--- config.mk ---
export PLATFORM = sky130hd
export DESIGN_NAME = pls_cell
export DESIGN_NICKNAME = d
export VERILOG_FILES = /design/src/rtl/pls_pkg.sv /design/src/rtl/pls_cell.sv
export SDC_FILE = /design/constraint.sdc
export NUM_CORES = 1
export LEC_CHECK = 0
export BUFFER_PORTS_ARGS = -buffer_cell sky130_fd_sc_hd__buf_2
export CAP_MARGIN = 25
export CELL_PAD_IN_SITES_DETAIL_PLACEMENT = 0
export CELL_PAD_IN_SITES_GLOBAL_PLACEMENT = 1
export CORE_ASPECT_RATIO = 0.8
export CORE_MARGIN = 3
export CORE_UTILIZATION = 29
export CTS_CLUSTER_SIZE = 24
export DETAILED_ROUTE_END_ITERATION = 7
export PLACE_DENSITY_LB_ADDON = 0.1
export SLEW_MARGIN = 5
export SYNTH_ARGS = -nofsm -noshare
export SYNTH_HDL_FRONTEND = slang
export SYNTH_SLANG_ARGS = --single-unit
--- constraint.sdc ---
create_clock -name clk -period 3.5 [get_ports clk]
set_input_delay 0.35 -clock clk [delete_from_list [all_inputs] [get_ports clk]]
set_output_delay 0.35 -clock clk [all_outputs]
set_load 0.005 [all_outputs]
--- src/rtl/pls_pkg.sv ---
// ----------------------------------------------------------------------------
// pls_pkg
// Types, sizes and codes shared by the positional list store modules.
// ----------------------------------------------------------------------------
`default_nettype none

package pls_pkg;

	// List storage depth and derived widths
	localparam int CAPACITY = 1024;
	localparam int IDX_W    = $clog2(CAPACITY);
	localparam int LEN_W    = $clog2(CAPACITY + 1);
	localparam int POS_W    = 10;
	localparam int CMP_W    = (LEN_W > POS_W) ? LEN_W : POS_W;
	localparam int DATA_W   = 32;
	localparam int LEN_OUT_W = 11;

	// Read gather tree: cells per group and number of groups
	localparam int GRP_SIZE = 32;
	localparam int NUM_GRP  = (CAPACITY + GRP_SIZE - 1) / GRP_SIZE;

	// Request function codes
	localparam logic [2:0] FN_READ   = 3'd0;
	localparam logic [2:0] FN_HEAD   = 3'd1;
	localparam logic [2:0] FN_TAIL   = 3'd2;
	localparam logic [2:0] FN_AT     = 3'd3;
	localparam logic [2:0] FN_DELETE = 3'd4;

	// Result status codes
	localparam logic [1:0] ST_DONE   = 2'd0;
	localparam logic [1:0] ST_BADPOS = 2'd1;
	localparam logic [1:0] ST_FULL   = 2'd2;

	typedef struct packed {
		logic [2:0]        func;
		logic [POS_W-1:0]  position;
		logic signed [31:0] item_value;
	} pls_req_t;

	typedef struct packed {
		logic signed [31:0]   read_value;
		logic [1:0]           status;
		logic [LEN_OUT_W-1:0] list_length;
	} pls_rsp_t;

	// Shift control broadcast to every cell
	typedef struct packed {
		logic              ins_en;
		logic              del_en;
		logic [CMP_W-1:0]  pos;
		logic [DATA_W-1:0] item;
	} pls_shift_t;

endpackage

`default_nettype wire

--- src/rtl/pls_cell.sv ---
// ----------------------------------------------------------------------------
// pls_cell
// One list slot. Takes its left neighbor on insert, its right neighbor on
// delete, and drives its value onto the read gather when addressed.
// ----------------------------------------------------------------------------
`default_nettype none

module pls_cell (
	input  wire logic                       clk,
	input  wire pls_pkg::pls_shift_t        ctrl,
	input  wire logic [pls_pkg::IDX_W-1:0]  idx,
	input  wire logic [pls_pkg::DATA_W-1:0] left_val,
	input  wire logic [pls_pkg::DATA_W-1:0] right_val,
	output logic      [pls_pkg::DATA_W-1:0] val,
	output logic      [pls_pkg::DATA_W-1:0] sel
);

	logic [pls_pkg::CMP_W-1:0] idx_ext;
	logic [pls_pkg::DATA_W-1:0] val_q;

	assign idx_ext = pls_pkg::CMP_W'(idx);

	// Shift toward tail on insert, toward head on delete
	always_ff @(posedge clk) begin
		if (ctrl.ins_en) begin
			if (idx_ext > ctrl.pos) begin
				val_q <= left_val;
			end else if (idx_ext == ctrl.pos) begin
				val_q <= ctrl.item;
			end
		end else if (ctrl.del_en) begin
			if (idx_ext >= ctrl.pos) begin
				val_q <= right_val;
			end
		end
	end

	assign val = val_q;

	// Drive value onto the gather only when addressed
	assign sel = (idx_ext == ctrl.pos) ? val_q : '0;

endmodule

`default_nettype wire

==> results of run 1 <==
-- kinds of logic after synthesis --
family,count (synthesis)
adder cells (fa/ha/maj),10
flip-flops,32
buffers and inverters,32
AND/OR/NAND/NOR,106
AO/OA/AOI/OAI,74
-- final cells by class --
cell class / count / area (um^2) / share of cell area (%)
flip-flops and latches: 32 / 961 / 29.1
inverters: 10 / 37.5 / 1.14
clock buffers: 6 / 72.6 / 2.19
well taps: 105 / 131 / 3.97
multi-input cells: 190 / 1140 / 34.4
repair buffers: 189 / 961 / 29.1
clock inverters: 1 / 5.00 / 0.151
-- path summary, 6_finish.rpt --
path / start / to / slack, ps / cells past startpoint
worst min-delay path: right_val[18] / val[18] / 410 / 3
worst max-delay path: ctrl[40] / sel[31] / 1010 / 8
-- routing by layer --
layer,vias up,global-route usage (%)
li1,1272,-
met1,1111,21.6
met3,2,4.71
met4,0,3.81
met2,114,28.6
met5,-,0
-- worst max-delay path, cell delays in order --
cell and delay [ps]:
buf_2 70, inv_1 40, ha_1 330, nand4b_4 170, nor3_4 600, buf_4 320, and2_1 140, buf_2 100
-- through the flow --
step	hold WS, ps	power [mW]	utilization, %	area, um^2	setup WS, ps
after CTS	397	1.07	44.1	3310	967
final	410	1.05	44.1	3310	1010
after detailed placement	697	0.794	43.1	3230	772
after global routing	406	1.12	44.1	3310	780
after global placement	693	0.791	43.1	3230	797
after floorplan	599	0.665	-	2280	990
-- power groups by stage --
| stage | Clock [mW] | Combinational (mW) | Sequential (mW) |
|---|---|---|---|
| after floorplan | 0 | 0.168 | 0.497 |
| after CTS | 0.280 | 0.298 | 0.488 |
| after global placement | 0 | 0.297 | 0.495 |
| after detailed placement | 0 | 0.298 | 0.495 |
| final | 0.272 | 0.294 | 0.486 |
| after global routing | 0.296 | 0.329 | 0.493 |
-- cells in the final DEF (no fill, tap or decap), drive strengths merged --
cell,netlist,routed
o21ai,32,32
ha,10,10
buf,12,189
o32a,1,1
nand3,34,34
edfxtp,32,32
a21oi,4,4
nor3,2,2
or3,1,1
inv,10,10
and3,1,1
nor2,33,33
a31oi,32,32
a211o,1,1
clkbuf,10,6
a21o,2,2
nand3b,1,1
and2,32,32
o21a,1,1
nand4b,1,1
clkinv,0,1
a211oi,1,1
nand4,1,1
-- Yosys cell counts, drive strengths merged --
master and count:
a21o 2, a211o 1, nand4 1, nand4b 1
nand3 34, buf 12, ha 10, nor2 33
clkbuf 10, and2 32, a21oi 4, o21ai 32
inv 10, o32a 1, or3 1, nand3b 1
a31oi 32, a211oi 1, nor3 2, o21a 1
edfxtp 32, and3 1
==> results_dict.tcl, run 1 <==
set metrics [dict create \
    p_switching_mw 0.318 \
    dp_hpwl_um 5960 \
    clock_tree.buffer_depth 2 \
    core_region_area_mm2 0.00750 \
    hold_viol 0 \
    cap_viol_max_count 0 \
    nNetsFinal 558 \
    crit_required_ps 3150 \
    clkTransAtPathRegs_ps 70 \
    die_h_um 85.3 \
    die_width_um 105 \
    grt_usage_pct 16.9 \
    diodes 0 \
    clock.fmax_mhz 401 \
    vias 2499 \
    rsz0062_at_grt "false" \
    syn-num-nets 384 \
    cts.htree.levels 2 \
    internal-power_mw 0.734 \
    synthMuxAreaShare_pct 0 \
    cts-root-buf "clkbuf_8" \
    post_cts_resize_count 0 \
    yosys.area_share.simple_pct 25.0 \
    synthAdderAreaFrac_pct 5.49 \
    wl_met3_um 692 \
    avgRoutedWirePerCell_um 14.9 \
    met1_length_um 3400 \
    synth_compound_area_share_pct 19.4 \
    outcome "complete, no violations" \
    ys_types 27 \
    yosysTopAreaCell "edfxtp_1" \
    sequentialPowerShare_pct 46.2 \
    vias_per_cell 4.69 \
    ys_seq_area_share_pct 42.2 \
    critPathCaptureType "output port" \
    synth_top_family_by_area "simple AND/OR/NAND/NOR gates" \
    layout-drive-gt1-share_pct 47.0 \
    combPwrFrac_pct 27.9 \
    ys_ff_latch 32 \
    ios 184 \
    synth_xor_xnor_area_share_pct 0 \
    fin_tns_setup_ps 0 \
    place.gp.congestion 0.705 \
    grt_pass1_wl_um 12100 \
    rows 28 \
    synth_area_leaders "edfxtp_1 42%, a31oi_1 8.8%, and2_1 8.8%" \
    fillCellCount 830 \
    tightestPinTransition_ps 653 \
    netlist_area_mm2 0.00228 \
    ys_warn_count 0 \
    drtAntennaViolNets 0 \
    drc 0 \
    relSlewSlack_pct 56.3 \
    grt_pass1_vias 2361 \
    irDropWorstVdd_mv 0.125 \
    port_buffers 183 \
    maxSlewViolCount 0 \
    synth_area_per_cell_um2 8.97 \
    critPathMaxFanout 19 \
    switching_share_pct 30.3 \
    drtIter0Drc 125 \
    dieArea_mm2 0.00896 \
    dp.cells 526 \
    routed_wl_um 7950 \
    antenna_found_initial 0 \
    cts_buffers 5 \
    period_minus_slack_ps 2490 \
    hp-class "in -> reg" \
    cp.arrival_ps 2140 \
    p_leak_nw 1.61 \
    grt_start_max_net_pins 65 \
    ctsHoldBuffers 0 \
    critPathLaunchType "input pin" \
    power_density_mw_per_mm2 318 \
    cts_tree "yes" \
    pwr-share-clk_pct 25.9 \
    largest_register_ffs 32 \
    crit_type "in -> out" \
    clock_sinks 32 \
    overflow 0 \
    highest_layer "met4" \
    met2WireLength_um 3830 \
    synth_top_cell_area_share_pct 42.2 \
    period_share_pct 71.2 \
    final_cells 533 \
    start_util_pct 30.4 \
    drt_pass1_iterations 4 \
    setup_viol 0 \
    post_cts_buffers 0 \
    syn_inst 254 \
    syn_to_final_growth_pct 45.1 \
]
No activity file was read; power rests on OpenSTA's default activity.
==> run 2, diff against run 1 <==
Settings changed: ABC_AREA from default to 1, CORE_UTILIZATION 29 to 24.
Clock period 3.5 ns to 2.2 ns, I/O delays scaled along.
==> results_dict.tcl, run 2 <==
set metrics [dict create \
    final_area_mm2 0.00386 \
    final_cells 716 \
    start_util_pct 25.3 \
    final_common_cell "buf_2" \
    ys_ff_latch 32 \
    hold_viol 0 \
    cts-root-buf "clkbuf_16" \
    ys_seq_area_share_pct 36.1 \
    critPathMaxStageDelay_ps 380 \
    worstHoldStart "right_val[0]" \
    crit_type "in -> out" \
    die_width_um 124 \
    antenna_found_initial 0 \
    place_area_mm2 0.00369 \
    ys_async_sr_fraction_pct 0 \
    layout_common_cells "183 x buf_2, 114 x inv_1, 107 x nand2_1, 57 x nand3_1, 34 x nor2_1" \
    cp-startpoint "ctrl[40]" \
    combPwrFrac_pct 23.4 \
    syn_inst 397 \
    synth.most_common_cell "inv_1" \
    period_minus_slack_ps 1810 \
    cts.htree.levels 2 \
    routed_wl_um 8670 \
    post_cts_buffers 0 \
    drt_pass1_iterations 4 \
    cts_tree "yes" \
    crit_buf_inv 5 \
    internal-power_mw 1.51 \
    cp.arrival_ps 1590 \
    layout-drive-gt1-share_pct 37.3 \
    hp-class "in -> reg" \
    synth.top_cells.by_count "114 x inv_1, 107 x nand2_1, 57 x nand3_1, 35 x nor2_1, 32 x edfxtp_1" \
    vias_per_cell 3.95 \
    pwr-share-clk_pct 38.3 \
    relSlewSlack_pct 71.4 \
    power_density_mw_per_mm2 534 \
    diodes 0 \
    synth_area_per_cell_um2 6.70 \
    overflow 0 \
    rows 33 \
    yosysTopAreaCell "edfxtp_1" \
    largest_register_ffs 32 \
    grt_pass1_wl_um 13300 \
    cts_buffers 5 \
    grt_usage_pct 13.6 \
    clock_sinks 32 \
    holdWs_ps 215 \
    crit_chain "buf_2 > inv_1 > ha_1 > nand2_1 > inv_1 > nand2_2 > nor2_4 > nand2_2 > buf_4 > nor2_1 > buf_2" \
    outcome "complete, no violations" \
    cap_viol_max_count 0 \
    period_share_pct 82.1 \
    ys_warn_count 0 \
    drc 0 \
    dp.cells 708 \
    synth_edf_count 32 \
    nNetsFinal 705 \
    avgRoutedWirePerCell_um 12.1 \
    yosys_most_used_dff "edfxtp_1" \
    die_h_um 100 \
    port_buffers 183 \
    sequentialPowerShare_pct 38.3 \
    p_switching_mw 0.550 \
    maxSlewViolCount 0 \
    irDropWorstVdd_mv 0.287 \
    critPathCaptureType "output port" \
    tightestPinTransition_ps 430 \
    dp_hpwl_um 6600 \
    syn_to_final_growth_pct 45.0 \
    drtIter0Drc 132 \
    post_cts_resize_count 0 \
    rsz0062_at_grt "false" \
    syn-num-nets 527 \
    grt_start_max_net_pins 35 \
    place.gp.congestion 0.787 \
    p_leak_nw 2.46 \
    critPathMaxFanout 34 \
    crit_slowest_cell "buf_4" \
    ios 184 \
    synth_area_leaders "edfxtp_1 36%, inv_1 16%, nand2_1 15%" \
    fillCellCount 1172 \
    switching_share_pct 26.7 \
    clock.fmax_mhz 554 \
    crit_required_ps 1980 \
    ys_types 20 \
    fin_tns_setup_ps 0 \
    critPathLaunchType "input pin" \
    ctsHoldBuffers 0 \
    clkTransAtPathRegs_ps 60 \
    synth_top_cell_area_share_pct 36.1 \
    drtAntennaViolNets 0 \
    dieArea_mm2 0.0124 \
    vias 2831 \
    critical_path.top_delay_family "buffers and inverters" \
    netlist_area_mm2 0.00266 \
    core_region_area_mm2 0.0105 \
    clock_tree.buffer_depth 2 \
    setup_viol 0 \
    grt_pass1_vias 2779 \
]
==> run 2: metrics by stage <==
stage               power [mW]  util (%)  worst slack [ps]
floorplan                 1.06         -              96.1
finish                    2.06      36.6               394
global placement          1.29      35.1               290
global route              2.20      36.6               268
detailed placement        1.29      35.1               262
CTS                       2.11      36.6               377
==> run 2: tightest hold or removal path: stages <==
cell	delay (ps)
buf_2	80
nand2_1	40
nand2_1	50
==> run 2: final timing paths <==
kind	slack, ps	to	depth (start not counted)
worst max-delay path	390	sel[13]	11
worst min-delay path	220	val[0]	3
==> run 2: final cells by class <==
type / instances / area, um^2 / share of cell area (%)
clock buffer: 6 / 129 / 3.34
clock inverter: 2 / 35.0 / 0.908
inverter: 115 / 432 / 11.2
multi-input combinational: 230 / 1130 / 29.2
sequential: 32 / 961 / 24.9
tap: 140 / 175 / 4.54
timing repair buffer: 191 / 1000 / 25.9
==> run 2: cells by family (layout without fill, tap and decap cells) <==
kind of cell	count (synthesis)	after routing	share of synthesized area, %
AND/OR/NAND/NOR	216	216	36.6
AO/OA/AOI/OAI	4	4	0.752
buffers and inverters	135	314	21.9
flip-flops	32	32	36.1
adder cells (fa/ha/maj)	10	10	4.70
==> run 2: layer usage <==
layer / part of all wire, % / GRT usage [%] / up-vias
li1: - / - / 1527
met1: 45 / 17.7 / 1183
met2: 45 / 22.7 / 119
met3: 9.2 / 3.49 / 2
met4: 0.62 / 2.98 / 0
met5: 0 / 0 / -
==> run 2: power groups by stage <==
stage          Combinational (mW)  Clock, mW  Sequential (mW)
2_1_floorplan               0.257          0            0.805
3_3_place_gp                0.486          0            0.804
3_5_place_dp                0.490          0            0.803
4_1_cts                     0.491      0.823            0.791
5_1_grt                     0.558      0.848            0.797
6_report                    0.482      0.790            0.790
==> run 3, diff against run 2 <==
Settings changed: ABC_AREA 1 to 0, CORE_UTILIZATION 24 to 27.
Clock period 2.2 ns to 1.78 ns, I/O delays scaled along.
==> results_dict.tcl, run 3 (same netlist as run 1, synthesis figures left out) <==
set metrics [dict create \
    p_leak_nw 1.75 \
    crit_required_ps 1600 \
    fin_util_pct 47.3 \
    dieArea_mm2 0.00958 \
    crit_chain "buf_2 > ha_4 > nand4_1 > nor3_4 > buf_6 > clkbuf_16 > and2_4 > buf_6" \
    cts_tree "yes" \
    grt_start_max_net_pins 65 \
    core_region_area_mm2 0.00806 \
    drt_pass1_iterations 4 \
    ios 184 \
    clock.fmax_mhz 566 \
    diodes 0 \
    power_density_mw_per_mm2 613 \
    drtIter0Drc 99 \
    avgRoutedWirePerCell_um 17.0 \
    multi_input_area_mm2 0.00134 \
    period_share_pct 99.2 \
    drc 0 \
    fin_ws_ps 14.7 \
    cap_viol_max_count 0 \
    critPathCaptureType "output port" \
    start_util_pct 28.3 \
    layout-drive-gt1-share_pct 54.2 \
    port_buffers 183 \
    holdWs_ps 233 \
    crit_slowest_cell "nor3_4" \
    nNetsFinal 570 \
    tightestPinTransition_ps 452 \
    die_width_um 109 \
    clkTransAtPathRegs_ps 70 \
    rsz0062_at_grt "true" \
    syn_to_final_growth_pct 67.2 \
    crit_top_cell "buf_6" \
    setup_viol 0 \
    grt_pass1_vias 2418 \
    cts-root-buf "clkbuf_8" \
    cts.htree.levels 2 \
    period_minus_slack_ps 1770 \
    critPathLaunchType "input pin" \
    fillCellCount 793 \
    ctsHoldBuffers 0 \
    final_common_cell "buf_2" \
    maxSlewViolCount 0 \
    vias_per_cell 4.83 \
    hold_viol 0 \
    place_ws_ps -275 \
    outcome "complete, no violations" \
    critical_path.top_delay_family "simple AND/OR/NAND/NOR gates" \
    crit_type "in -> out" \
    crit_buf_inv 4 \
    final_cells 549 \
    grt_usage_pct 16.1 \
    antenna_found_initial 0 \
    overflow 0 \
    critPathMaxFanout 6 \
    vias 2654 \
    layout_common_cells "167 x buf_2, 33 x nor2_1, 33 x nand3_1" \
    clock_sinks 32 \
    die_h_um 88.2 \
    cp.arrival_ps 1590 \
    rows 29 \
    dp.cells 532 \
    routed_wl_um 9360 \
    clock_tree.buffer_depth 2 \
    critPathMaxStageDelay_ps 300 \
    dp_hpwl_um 6100 \
    largest_register_ffs 32 \
    drtAntennaViolNets 0 \
    cts_buffers 5 \
    relSlewSlack_pct 69.7 \
    irDropWorstVdd_mv 0.324 \
    seqCellArea_um2 961 \
    place.gp.congestion 0.747 \
    grt_pass1_wl_um 11900 \
    hp-class "in -> reg" \
]
run 3: worst min-delay path: stages:
cell and delay (ps):
buf_2 80, nor2_1 30, a31oi_1 120
run 3: routing by layer:
metal | vias to the layer above | wire length, um | global-route usage [%]
li1 | 1318 | - | -
met1 | 1193 | 4070 | 19.9
met2 | 135 | 4330 | 27.9
met3 | 8 | 859 | 4.20
met4 | 0 | 101 | 4.24
met5 | - | 0 | 0
run 3: final timing paths:
path / start / depth (start not counted) / endpoint
worst max-delay path: idx[3] / 8 / sel[6]
worst min-delay path: right_val[28] / 3 / val[28]
run 3: per-stage QoR:
stage	setup TNS, ps	instance area (um^2)	total power [mW]
after global routing	-629	3810	2.46
after detailed placement	-15880	3350	1.61
after CTS	0	3460	2.29
after floorplan	-450	2320	1.32
final	0	3810	2.33
after global placement	-14210	3350	1.60
run 3: area by class of cell:
type / count / area share [%]
clock inverters: 3 / 0.986
well taps: 108 / 3.55
inverters: 10 / 1.18
repair buffers: 197 / 32.1
clock buffers: 5 / 1.81
flip-flops and latches: 32 / 25.2
multi-input cells: 194 / 35.2
run 3: what timing repair did:
item | 4_1_cts | 5_1_grt
cloned | 0 | 6
pin swaps | 0 | 12
resized for setup | 1 | 46
setup endpoints to repair | 19 | 83
hold endpoints to repair | 0 | 0
setup buffers | 0 | 4
run 3: report_power, final:
| part | total [mW] | leakage [nW] | internal [mW] | switching (mW) |
|---|---|---|---|---|
| combinational | 0.694 | 1.40 | 0.322 | 0.372 |
| clock | 0.678 | 0.0532 | 0.407 | 0.270 |
| sequential | 0.961 | 0.301 | 0.926 | 0.0359 |
